===== config.mk =====
export PLATFORM = sky130hd
export DESIGN_NAME = rotor_cipher_engine
export DESIGN_NICKNAME = d
export VERILOG_FILES = /design/src/rtl/rce_pkg.sv /design/src/rtl/rce_ram.sv /design/src/rtl/rce_seq.sv /design/src/rtl/rce_datapath.sv /design/src/rtl/rotor_cipher_engine.sv
export SDC_FILE = /design/constraint.sdc
export NUM_CORES = 1
export LEC_CHECK = 0
export BUFFER_PORTS_ARGS = -buffer_cell sky130_fd_sc_hd__buf_2
export CORE_UTILIZATION = 57
export CTS_CLUSTER_DIAMETER = 40
export DETAILED_ROUTE_END_ITERATION = 10
export PLACE_DENSITY_LB_ADDON = 0.12
export SYNTH_ARGS = -nofsm -noshare
export SYNTH_HDL_FRONTEND = slang
export SYNTH_HIERARCHICAL = 1
export SYNTH_SLANG_ARGS = --single-unit
export TNS_END_PERCENT = 50

===== constraint.sdc =====
create_clock -name clk -period 6 [get_ports clk]
set_input_delay 0.3 -clock clk [delete_from_list [all_inputs] [get_ports clk]]
set_output_delay 0.3 -clock clk [all_outputs]
set_load 0.01 [all_outputs]

===== src/rtl/rce_pkg.sv =====
package rce_pkg;

  // Alphabet and ASCII anchors
  localparam logic [4:0] ALPHA    = 5'd26;
  localparam logic [4:0] LAST_LTR = 5'd25;
  localparam logic [7:0] LETTER_A = 8'd65;
  localparam logic [7:0] LETTER_a = 8'd97;

  // Operation codes carried by an input word
  typedef enum logic [1:0] {
    OP_LOAD = 2'd0,
    OP_POS  = 2'd1,
    OP_ENC  = 2'd2,
    OP_NOP  = 2'd3
  } op_t;

  // Microprogram counter and step addresses
  typedef logic [2:0] upc_t;
  localparam upc_t UPC_PLUG_IN  = 3'd0;
  localparam upc_t UPC_FWD_RD   = 3'd1;
  localparam upc_t UPC_FWD_WB   = 3'd2;
  localparam upc_t UPC_REFL     = 3'd3;
  localparam upc_t UPC_INV_RD   = 3'd4;
  localparam upc_t UPC_INV_WB   = 3'd5;
  localparam upc_t UPC_PLUG_OUT = 3'd6;
  localparam upc_t UPC_PASS     = 3'd7;

  // Letter register source
  typedef enum logic [2:0] {
    L_HOLD,
    L_PLUG,
    L_FWD,
    L_REFL,
    L_INV
  } lsel_t;

  // Rotor counter operation
  typedef enum logic [2:0] {
    R_HOLD,
    R_CLR,
    R_INC,
    R_LAST,
    R_DEC
  } rop_t;

  // Sequencing of the step counter
  typedef enum logic [1:0] {
    J_NEXT,
    J_MORE_FWD,
    J_MORE_INV,
    J_END
  } jmp_t;

  typedef struct packed {
    lsel_t lsel;
    rop_t  rop;
    logic  rd_fwd;
    logic  rd_inv;
    jmp_t  jmp;
    upc_t  target;
    logic  done;
    logic  pass;
  } uword_t;

  // Control from sequencer to datapath
  typedef struct packed {
    uword_t uw;
    logic   fire;
  } ctrl_t;

  // Branch conditions from datapath to sequencer
  typedef struct packed {
    logic more_fwd;
    logic more_inv;
  } cond_t;

  localparam uword_t UW_NOP = '{lsel: L_HOLD, rop: R_HOLD, rd_fwd: 1'b0, rd_inv: 1'b0,
                                jmp: J_END, target: UPC_PLUG_IN, done: 1'b0, pass: 1'b0};

  // Control store
  function automatic uword_t ucode_rom(upc_t pc);
    uword_t w;
    w = UW_NOP;
    case (pc)
      UPC_PLUG_IN: begin
        w.lsel = L_PLUG; w.rop = R_CLR; w.jmp = J_NEXT;
      end
      UPC_FWD_RD: begin
        w.rd_fwd = 1'b1; w.jmp = J_NEXT;
      end
      UPC_FWD_WB: begin
        w.lsel = L_FWD; w.rop = R_INC; w.jmp = J_MORE_FWD; w.target = UPC_FWD_RD;
      end
      UPC_REFL: begin
        w.lsel = L_REFL; w.rop = R_LAST; w.jmp = J_NEXT;
      end
      UPC_INV_RD: begin
        w.rd_inv = 1'b1; w.jmp = J_NEXT;
      end
      UPC_INV_WB: begin
        w.lsel = L_INV; w.rop = R_DEC; w.jmp = J_MORE_INV; w.target = UPC_INV_RD;
      end
      UPC_PLUG_OUT: begin
        w.done = 1'b1; w.jmp = J_END;
      end
      UPC_PASS: begin
        w.done = 1'b1; w.pass = 1'b1; w.jmp = J_END;
      end
      default: w = UW_NOP;
    endcase
    return w;
  endfunction

  // ASCII letter test, either case
  function automatic logic is_letter(logic [7:0] ch);
    return (ch >= LETTER_A && ch < LETTER_A + 8'(ALPHA)) ||
           (ch >= LETTER_a && ch < LETTER_a + 8'(ALPHA));
  endfunction

  // Fold a 5-bit letter index into 0..25
  function automatic logic [4:0] red26(logic [4:0] v);
    return (v >= ALPHA) ? v - ALPHA : v;
  endfunction

endpackage


===== src/rtl/rce_ram.sv =====
module rce_ram #(
  parameter int WIDTH = 5,
  parameter int DEPTH = 78
) (
  input  logic                     clk,
  input  logic                     we,
  input  logic [$clog2(DEPTH)-1:0] waddr,
  input  logic [WIDTH-1:0]         wdata,
  input  logic                     re,
  input  logic [$clog2(DEPTH)-1:0] raddr,
  output logic [WIDTH-1:0]         rdata
);

  logic [WIDTH-1:0] mem_r [DEPTH];

  // one write port, one registered read port
  always_ff @(posedge clk) begin
    if (we) begin
      mem_r[waddr] <= wdata;
    end
    if (re) begin
      rdata <= mem_r[raddr];
    end
  end

endmodule


===== src/rtl/rce_seq.sv =====
module rce_seq (
  input  logic           clk,
  input  logic           rst_n,
  input  logic           start_letter,
  input  logic           start_pass,
  input  logic           out_free,
  input  rce_pkg::cond_t cond,
  output rce_pkg::ctrl_t ctrl,
  output logic           busy
);

  rce_pkg::upc_t   pc_r, pc_nxt;
  logic            busy_r, busy_nxt;
  rce_pkg::uword_t uw;
  logic            fire;

  // control word for the current step, NOP when idle
  always_comb begin
    uw   = busy_r ? rce_pkg::ucode_rom(pc_r) : rce_pkg::UW_NOP;
    fire = busy_r && uw.done && out_free;
  end

  // step counter and jumps
  always_comb begin
    pc_nxt   = pc_r;
    busy_nxt = busy_r;
    if (!busy_r) begin
      if (start_letter) begin
        pc_nxt   = rce_pkg::UPC_PLUG_IN;
        busy_nxt = 1'b1;
      end else if (start_pass) begin
        pc_nxt   = rce_pkg::UPC_PASS;
        busy_nxt = 1'b1;
      end
    end else begin
      case (uw.jmp)
        rce_pkg::J_NEXT:     pc_nxt = pc_r + 3'd1;
        rce_pkg::J_MORE_FWD: pc_nxt = cond.more_fwd ? uw.target : pc_r + 3'd1;
        rce_pkg::J_MORE_INV: pc_nxt = cond.more_inv ? uw.target : pc_r + 3'd1;
        rce_pkg::J_END:      if (fire) busy_nxt = 1'b0;
        default:             pc_nxt = pc_r;
      endcase
    end
  end

  always_ff @(posedge clk) begin
    if (!rst_n) begin
      pc_r   <= rce_pkg::UPC_PLUG_IN;
      busy_r <= 1'b0;
    end else begin
      pc_r   <= pc_nxt;
      busy_r <= busy_nxt;
    end
  end

  assign ctrl = '{uw: uw, fire: fire};
  assign busy = busy_r;

endmodule


===== src/rtl/rce_datapath.sv =====
module rce_datapath #(
  parameter int NUM_ROTORS = 3
) (
  input  logic           clk,
  input  logic           rst_n,
  input  logic           acc,
  input  logic [1:0]     op,
  input  logic [2:0]     table_sel,
  input  logic [4:0]     entry_index,
  input  logic [4:0]     entry_value,
  input  logic [7:0]     char_in,
  input  rce_pkg::ctrl_t ctrl,
  output rce_pkg::cond_t cond,
  output logic [7:0]     result
);

  localparam int DEPTH = NUM_ROTORS * 26;
  localparam int AW    = $clog2(DEPTH);
  localparam int RW    = (NUM_ROTORS > 1) ? $clog2(NUM_ROTORS) : 1;

  logic [4:0]    l_r, l_nxt;
  logic [RW-1:0] r_r, r_nxt;
  logic [7:0]    ch_r;
  logic [4:0]    pos_r [NUM_ROTORS];
  logic [4:0]    pos_nxt [NUM_ROTORS];
  logic [4:0]    plug_r [26];
  logic [4:0]    refl_r [26];

  logic          in_rng, wr_rotor, wr_refl, wr_plug, wr_pos, step_rot;
  logic [AW-1:0] fwd_waddr, inv_waddr, fwd_raddr, inv_raddr;
  logic [4:0]    fwd_rdata, inv_rdata;
  logic [4:0]    l_red, pos_cur, fwd_off, inv_idx, plug_out;
  logic [5:0]    sum6, dif6;

  // write decode for load and position words
  always_comb begin
    in_rng   = (entry_index < rce_pkg::ALPHA) && (entry_value < rce_pkg::ALPHA);
    wr_rotor = acc && op == rce_pkg::OP_LOAD && in_rng && 4'(table_sel) < 4'(NUM_ROTORS);
    wr_refl  = acc && op == rce_pkg::OP_LOAD && in_rng && 4'(table_sel) == 4'(NUM_ROTORS);
    wr_plug  = acc && op == rce_pkg::OP_LOAD && in_rng && 4'(table_sel) == 4'(NUM_ROTORS + 1);
    wr_pos   = acc && op == rce_pkg::OP_POS && entry_value < rce_pkg::ALPHA &&
               4'(table_sel) < 4'(NUM_ROTORS);
    fwd_waddr = AW'(8'(table_sel) * 8'(rce_pkg::ALPHA) + 8'(entry_index));
    inv_waddr = AW'(8'(table_sel) * 8'(rce_pkg::ALPHA) + 8'(entry_value));
  end

  // letter arithmetic around the rotor offset
  always_comb begin
    l_red     = rce_pkg::red26(l_r);
    pos_cur   = pos_r[r_r];
    sum6      = {1'b0, l_red} + {1'b0, pos_cur};
    fwd_off   = (sum6 >= 6'(rce_pkg::ALPHA)) ? 5'(sum6 - 6'(rce_pkg::ALPHA)) : sum6[4:0];
    fwd_raddr = AW'(8'(r_r) * 8'(rce_pkg::ALPHA) + 8'(fwd_off));
    inv_raddr = AW'(8'(r_r) * 8'(rce_pkg::ALPHA) + 8'(l_red));
    inv_idx   = rce_pkg::red26(inv_rdata);
    dif6      = (inv_idx >= pos_cur) ? {1'b0, inv_idx} - {1'b0, pos_cur}
                                     : {1'b0, inv_idx} + 6'(rce_pkg::ALPHA) - {1'b0, pos_cur};
    plug_out  = rce_pkg::red26(plug_r[l_red]);
    result    = ctrl.uw.pass ? ch_r : rce_pkg::LETTER_A + 8'(plug_out);
    cond.more_fwd = (r_r != RW'(NUM_ROTORS - 1));
    cond.more_inv = (r_r != '0);
  end

  // letter register and rotor counter
  always_comb begin
    case (ctrl.uw.lsel)
      rce_pkg::L_PLUG: l_nxt = plug_r[l_red];
      rce_pkg::L_FWD:  l_nxt = fwd_rdata;
      rce_pkg::L_REFL: l_nxt = refl_r[l_red];
      rce_pkg::L_INV:  l_nxt = dif6[4:0];
      default:         l_nxt = l_r;
    endcase
    if (acc) begin
      l_nxt = 5'(char_in - (char_in >= rce_pkg::LETTER_a ? rce_pkg::LETTER_a
                                                         : rce_pkg::LETTER_A));
    end
    case (ctrl.uw.rop)
      rce_pkg::R_CLR:  r_nxt = '0;
      rce_pkg::R_INC:  r_nxt = r_r + 1'b1;
      rce_pkg::R_LAST: r_nxt = RW'(NUM_ROTORS - 1);
      rce_pkg::R_DEC:  r_nxt = r_r - 1'b1;
      default:         r_nxt = r_r;
    endcase
  end

  // odometer stepping after a letter, or a direct position write
  always_comb begin
    logic carry;
    carry    = 1'b1;
    step_rot = ctrl.fire && !ctrl.uw.pass;
    for (int i = 0; i < NUM_ROTORS; i++) begin
      pos_nxt[i] = pos_r[i];
      if (step_rot && carry) begin
        pos_nxt[i] = (pos_r[i] == rce_pkg::LAST_LTR) ? 5'd0 : pos_r[i] + 5'd1;
      end
      carry = carry && (pos_r[i] == rce_pkg::LAST_LTR);
      if (wr_pos && 4'(table_sel) == 4'(i)) begin
        pos_nxt[i] = entry_value;
      end
    end
  end

  always_ff @(posedge clk) begin
    if (!rst_n) begin
      for (int i = 0; i < NUM_ROTORS; i++) pos_r[i] <= 5'd0;
      for (int i = 0; i < 26; i++) plug_r[i] <= 5'(i);
    end else begin
      for (int i = 0; i < NUM_ROTORS; i++) pos_r[i] <= pos_nxt[i];
      if (wr_plug) plug_r[entry_index] <= entry_value;
    end
  end

  // payload registers
  always_ff @(posedge clk) begin
    l_r <= l_nxt;
    r_r <= r_nxt;
    if (acc) ch_r <= char_in;
    if (wr_refl) refl_r[entry_index] <= entry_value;
  end

  // forward and inverse rotor wiring
  rce_ram #(.WIDTH(5), .DEPTH(DEPTH)) u_fwd_ram (
    .clk   (clk),
    .we    (wr_rotor),
    .waddr (fwd_waddr),
    .wdata (entry_value),
    .re    (ctrl.uw.rd_fwd),
    .raddr (fwd_raddr),
    .rdata (fwd_rdata)
  );

  rce_ram #(.WIDTH(5), .DEPTH(DEPTH)) u_inv_ram (
    .clk   (clk),
    .we    (wr_rotor),
    .waddr (inv_waddr),
    .wdata (entry_index),
    .re    (ctrl.uw.rd_inv),
    .raddr (inv_raddr),
    .rdata (inv_rdata)
  );

endmodule


===== src/rtl/rotor_cipher_engine.sv =====
// Rotor cipher engine. Load and position words are taken while it is idle and give
// no result. An encode word whose byte is not a letter returns it unchanged
// through the pass step, after which the next word can be taken.
// A letter runs a microprogram of 4*NUM_ROTORS+3 steps (15 for three rotors):
// one plugboard step, a read and a write-back step per rotor through the forward
// wiring RAM, a reflector step, a read and a write-back per rotor through the
// inverse wiring RAM, then the output step, which also steps the rotors. Its
// result is registered by the output step, and the next word can be taken once
// the output step has fired. The two-step pair comes from the registered RAM
// read port; the next word is held off by in_stall until the current one is
// finished, and a result still held by out_stall delays the output step by the
// cycles it waits. Rotor and reflector entries must be loaded before use; the
// plugboard starts out as the identity and all rotor positions start at zero.
module rotor_cipher_engine #(
  parameter int NUM_ROTORS = 3
) (
  input  logic       clk,
  input  logic       rst_n,
  input  logic       in_valid,
  output logic       in_stall,
  input  logic [1:0] in_op,
  input  logic [2:0] in_table_sel,
  input  logic [4:0] in_entry_index,
  input  logic [4:0] in_entry_value,
  input  logic [7:0] in_char_in,
  output logic       out_valid,
  input  logic       out_stall,
  output logic [7:0] out_char_out
);

  logic           acc, busy, out_free, start_letter, start_pass;
  rce_pkg::ctrl_t ctrl;
  rce_pkg::cond_t cond;
  logic [7:0]     result;
  logic           out_valid_r, out_valid_nxt;
  logic [7:0]     out_char_r;

  // input handshake and start decode
  always_comb begin
    acc          = in_valid && !in_stall;
    start_letter = acc && in_op == rce_pkg::OP_ENC && rce_pkg::is_letter(in_char_in);
    start_pass   = acc && in_op == rce_pkg::OP_ENC && !rce_pkg::is_letter(in_char_in);
    out_free     = !out_valid_r || !out_stall;
    out_valid_nxt = ctrl.fire ? 1'b1 : (out_valid_r && out_stall);
  end

  assign in_stall = busy;

  rce_seq u_seq (
    .clk          (clk),
    .rst_n        (rst_n),
    .start_letter (start_letter),
    .start_pass   (start_pass),
    .out_free     (out_free),
    .cond         (cond),
    .ctrl         (ctrl),
    .busy         (busy)
  );

  rce_datapath #(.NUM_ROTORS(NUM_ROTORS)) u_dp (
    .clk         (clk),
    .rst_n       (rst_n),
    .acc         (acc),
    .op          (in_op),
    .table_sel   (in_table_sel),
    .entry_index (in_entry_index),
    .entry_value (in_entry_value),
    .char_in     (in_char_in),
    .ctrl        (ctrl),
    .cond        (cond),
    .result      (result)
  );

  // output register
  always_ff @(posedge clk) begin
    if (!rst_n) begin
      out_valid_r <= 1'b0;
    end else begin
      out_valid_r <= out_valid_nxt;
    end
  end

  always_ff @(posedge clk) begin
    if (ctrl.fire) out_char_r <= result;
  end

  assign out_valid    = out_valid_r;
  assign out_char_out = out_char_r;

endmodule


# Word level (Yosys, flattened, before mapping)
# Memory sizes are Yosys's and may differ from the RTL's. A register that Yosys moved wholly into a read port is not among the register bits.
# Cells that the tools add are included.
# totals
n_memories	5
register_bits	28
output_inout_bits	10
inputBits	27
ram_bits	1055
elab_cells	176
# classes
magnitude_cmp	12
n_mux	54
n_mul	2
reduce_logical	44
eq_ne	29
n_addsub	20
bitwise_logic	3
# memory_table
name	depth	word_bits	rd	rd_clocked_by_memory_dff	write_ports	line_no	rtl
u_dp.u_fwd_ram.mem_r	78	5	1	1	1	rce_ram.sv:14	logic [WIDTH-1:0] mem_r [DEPTH];
u_dp.u_inv_ram.mem_r	78	5	1	1	1	rce_ram.sv:14	
u_dp.plug_r	26	5	1	0	26	rce_datapath.sv:26	logic [4:0] plug_r [26];
u_dp.refl_r	26	5	1	0	1	rce_datapath.sv:27	logic [4:0] refl_r [26];
u_dp.pos_r	3	5	4	1	3	rce_datapath.sv:24	logic [4:0] pos_r [NUM_ROTORS];
# ops
cell	count
$mux 5	20
$add 7x5->7	4
$logic_and 1x1->1	25
$sub 5x5->5 const B	5
$eq 3x2->1 const B	8
$pmux 6 s4	1
$eq 3x3->1 const B	7
$mux 1	20
$pmux 5 s4	1
$ge 8x7->1 const B	2
$lt 8x7->1 const B	2
$pmux 2 s4	2
$add 5x1->5 const B	3
$eq 5x5->1 const B	3
$ge 5x5->1 const B	3
$mux 15	1
$mux 3	5
$eq 3x1->1 const B	4
$lt 5x5->1 const B	2
$sub 5x5->5	2
$pmux 3 s3	1
$add 7x5->8 const A	1
$mux 8	1
$add 5x5->6	1
28 further kinds	40

# Logic depth before layout (Yosys ltp)
# logic_depth
depth_word	11
mapped_depth	32
ltp_nobuf	25

# Cells and area by module
# Netlist, hierarchy kept.
# modules_own_cells
module	n_inst	cells_each	seq_area_each_um2	area_each_um2
rce_ram	2	756	11861.4	15577.4
rce_datapath	1	1367	9499.1	16532.1
rce_seq	1	72	80.1	543.0
rotor_cipher_engine	1	21	260.2	342.8

# Least setup slack after synthesis
# No wires, ideal clock.
# synth_path
path_type	register to register
startpoint	register u_dp.l_r[1]
endpoint	register u_dp.u_fwd_ram.rdata[1] (read register of u_dp.u_fwd_ram.mem_r), data pin
stages_incl_launch_ff	31
period_less_slack_ns	6.569
n_path_buf	8
setup_ns	0.269
setup_slack_ns	-0.569
arrival_ns	6.300
required_time_ns	5.731
cell_sequence	edfxtp_1 > buf_2 > inv_1 > ha_1 > nand4b_1 > and2_1 > buf_2 > nor2_2 > inv_2 > buf_1 > clkbuf_1 > buf_1 > ha_1 > a21o_1 > a21oi_1 > xor2_1 > xnor2_1 > o21ai_0 > mux2i_1 > ha_1 > a21o_1 > a21oi_1 > xnor2_1 > buf_4 > buf_4 > clkbuf_1 > mux4_2 > a22oi_1 > o311ai_0 > o21ai_1 > o211ai_1
# synth_between
elab_chain_len	6
word_cells_on_any_way	8
cone_classes	4 x add/sub; 2 x order compare; 2 x mux
# synth_lines
element	line_no	rtl
start, declared	rce_datapath.sv:21	logic [4:0] l_r, l_nxt;
start signal, assigned	rce_datapath.sv:115	l_r <= l_nxt;
$sub 5x5->5 or $ge 5x5->1 (tied branches)	rce_pkg.sv:122	return (v >= ALPHA) ? v - ALPHA : v;
$mux 5 (*)	rce_pkg.sv:122	
$add 5x5->6 (*)	rce_datapath.sv:51	sum6 = {1'b0, l_red} + {1'b0, pos_cur};
$sub 5x5->5 or $ge 6x5->1 (tied branches)	rce_datapath.sv:52	fwd_off = (sum6 >= 6'(rce_pkg::ALPHA)) ? 5'(sum6 - 6'(rce_pkg::ALPHA)) : sum6[4:0];
$mux 5 (*)	rce_datapath.sv:52	
$add 7x5->7 (*)	rce_datapath.sv:53	fwd_raddr = AW'(8'(r_r) * 8'(rce_pkg::ALPHA) + 8'(fwd_off));
named net u_dp.fwd_raddr[4]	rce_datapath.sv:30	logic [AW-1:0] fwd_waddr, inv_waddr, fwd_raddr, inv_raddr;
end, declared	rce_ram.sv:11	output logic [WIDTH-1:0] rdata
# Mark *: on every way through the listed nets, which the timed path passes. The rest lies on a longest branch.
# A chain may end at the register's enable or synchronous reset.

# Worst setup path after layout
# layout_path
startpoint	register u_dp.l_r[2]
endpoint	register u_dp.u_fwd_ram.rdata[3] (read register of u_dp.u_fwd_ram.mem_r), data pin
# Same word-level chain as after synthesis.

==> flow_summary.toml <==
[critical_path]
r2r-end = "u_dp/u_fwd_ram/rdata[3]"
ff2ff_path_depth = 22
crit_family = "adder cells"
reg2reg_from = "u_dp/l_r[2]"
crit_required_ps = 6480
rrSetupSlack_ps = 180
critPathSlowestCell = "mux4_2"
critPathBufInv = 5
worstPathMaxFanout = 40
worstPathArrival_ps = 6300
critPathKind = "reg2reg"
crit_chain = "inv_1, ha_2, nand4b_1, and2_1, nor2_2, inv_2, ha_1, a21o_1, a21oi_1, xor2_1, xnor2_1, o21ai_2, xnor2_1, ha_1, inv_1, fa_1, inv_4, buf_16, mux4_2, mux4_2, o211ai_2, o211ai_1"
max_stage_delay_ps = 550
end_kind = "flip-flop"
start_kind = "flip-flop"

[yosys]
syn_area_per_cell_um2 = 16.4
netlist_area_um2 = 48600
syn_inst = 2969
ys_warn_count = 6

[clock_tree]
cts_buffer_depth = 3
clkLatencyLatePin_ps = 740
htreeDepth = 4
cts_tree = "yes"
cts_buffers = 143
cts_num_sinks = 1125
cts-root-buf = "clkbuf_16"
path_clk_slew_ps = 60

[floorplanning]
die_area_um2 = 86400
core-area_um2 = 84000
die_w_um = 294
fp.dieH_um = 294
num_rows = 106
num_io_pins = 37
initial_core_util_pct = 57.8

[power_and_ir_drop]
p_seq_share_pct = 33.0
ir_worst_vdd_v = 0.000483
power.switching_mw = 8.77
p_comb_share_pct = 35.6
clockPowerShare_pct = 31.5
p_per_area_nw_per_um2 = 486
leakagePower_nw = 18.2
intPower_mw = 18.0
switching_share_pct = 32.8
power_mw = 26.8

[final_layout]
diodes = 0
postLayoutCellArea_um2 = 55100
num-nets-final = 3198
area_growth_syn_to_layout_pct = 13.4
drive_gt1_share_pct = 18.8
postLayoutCoreUtil_pct = 65.6
fill_cells = 5720

[flow_run]
drv_cap = 0

[route]
dr.pass1.iters = 6
drc = 0
num_vias = 27846
ant_nets = 0
wl_um = 117000
wl_per_cell_um = 27.0
drtIter0Drc = 2860
vias_per_cell = 6.40

[worst_hold_path]
hp-class = "in2reg"
min_to = "u_dp/u_inv_ram/mem_r[46][1]"
min_path_cells = 1
min_from = "in_entry_index[1]"

[placed_design]
hpwl_um = 75300
placedInstanceArea_um2 = 50100
place.gp.congestion = 0.911
port-buffer-count = 36

[status]
outcome = "completed"

[grt]
antenna_found_initial = 6
grt_pass1_vias = 27795
grt_pass1_wl_um = 176000
grtUsageTotal_pct = 27.6
grt_max_degree = 79
grt_overflow_total = 0

[timing]
slew_viol_final = 0
setup_tns_ps = 0
clock_skew_ps = 28.1
relSlewSlack_pct = 27.5
layout_min_cycle_time_ps = 5820
worst_pin_slew_ps = 1080
setup_viol = 0
period_share_pct = 96.9
hold_viol = 0
hold_slack_ps = 43.3
max_freq_mhz = 172
rsz0062_at_grt = "true"
## final cells by class
cell class,count,area (µm²),share of cell area (%)
sequential,1125,33600,60.9
multi-input combinational,1639,14100,25.5
clock buffer,166,3770,6.84
tap,1134,1420,2.58
timing repair buffer,122,1020,1.85
clock inverter,92,967,1.76
inverter,71,269,0.488
## placed cells by master (no fill, tap or decap), types with 17 or more instances in the layout
master / n
mux2i_1: 61
dfxtp_1: 22
clkbuf_16: 149
xnor2_1: 20
clkinv_2: 18
ha_1: 58
clkbuf_1: 17
conb_1: 30
inv_1: 66
or3_1: 43
a21oi_1: 65
nand3_1: 76
nor2b_1: 38
o21ai_0: 59
and2_1: 37
buf_2: 31
mux4_2: 220
buf_4: 67
edfxtp_1: 1103
a211oi_1: 20
nor3_1: 58
a22oi_1: 33
nand2_1: 213
and3_1: 41
a31oi_1: 20
inv_6: 17
nor2_1: 258
## state kept, by name, summed over array words and instances (netlist names), 5 cells and up, named ones only
signal                count
u_dp/u_inv_ram/mem_r    390
u_dp/ch_r                 8
u_dp/u_inv_ram/rdata      5
u_dp/refl_r             130
u_dp/l_r                  5
u_dp/u_fwd_ram/rdata      5
u_dp/pos_r               15
u_dp/u_fwd_ram/mem_r    390
u_dp/plug_r             160
out_char_out              8
## power groups by stage
stage / sequential [mW] / combinational (mW) / clock [mW]
final: 8.83 / 9.52 / 8.42
after global placement: 8.98 / 8.99 / 0
after floorplan: 8.96 / 6.69 / 0
after CTS: 8.82 / 9.22 / 8.53
after global routing: 8.83 / 10.1 / 8.85
after detailed placement: 8.99 / 9.15 / 0
## repair_timing
| action | CTS | global route |
|---|---|---|
| gates resized for setup | 0 | 9 |
| setup buffers | 0 | 2 |
| hold endpoints to repair | 34 | 0 |
| endpoints found under the setup margin | 0 | 5 |
| hold buffers | 12 | 0 |
## worst max path at each step
| stage | slack, ps | startpoint | cells past startpoint | to |
|---|---|---|---|---|
| 6_report | 180 | u_dp/l_r[2] | 22 | u_dp/u_fwd_ram/rdata[3] |
| 5_1_grt | -70 | u_dp/l_r[2] | 23 | u_dp/u_fwd_ram/rdata[1] |
| 4_1_cts | 220 | u_dp/l_r[2] | 21 | u_dp/u_fwd_ram/rdata[1] |
| 3_5_place_dp | 230 | u_dp/l_r[2] | 21 | u_dp/u_fwd_ram/rdata[1] |
| 3_3_place_gp | 380 | u_dp/l_r[1] | 23 | u_dp/u_fwd_ram/rdata[0] |
| 2_1_floorplan | 20 | u_dp/l_r[1] | 30 | u_dp/u_fwd_ram/rdata[1] |
## routing by layer
| metal | part of all wire [%] | global-route usage, % |
|---|---|---|
| met1 | 42 | 40.1 |
| met2 | 47 | 42.5 |
| met3 | 8.9 | 5.58 |
| met4 | 2.4 | 8.63 |
| met5 | 0.038 | 0 |
## stage by stage
| step | worst slack (ps) | instances |
|---|---|---|
| 3_5_place_dp | 226 | 4074 |
| 2_1_floorplan | 21.6 | 2998 |
| 4_1_cts | 220 | 4344 |
| 3_3_place_gp | 380 | 4074 |
| 6_report | 184 | 4349 |
| 5_1_grt | -65.1 | 4349 |
Note: power is estimated with default switching activity, not from simulation.
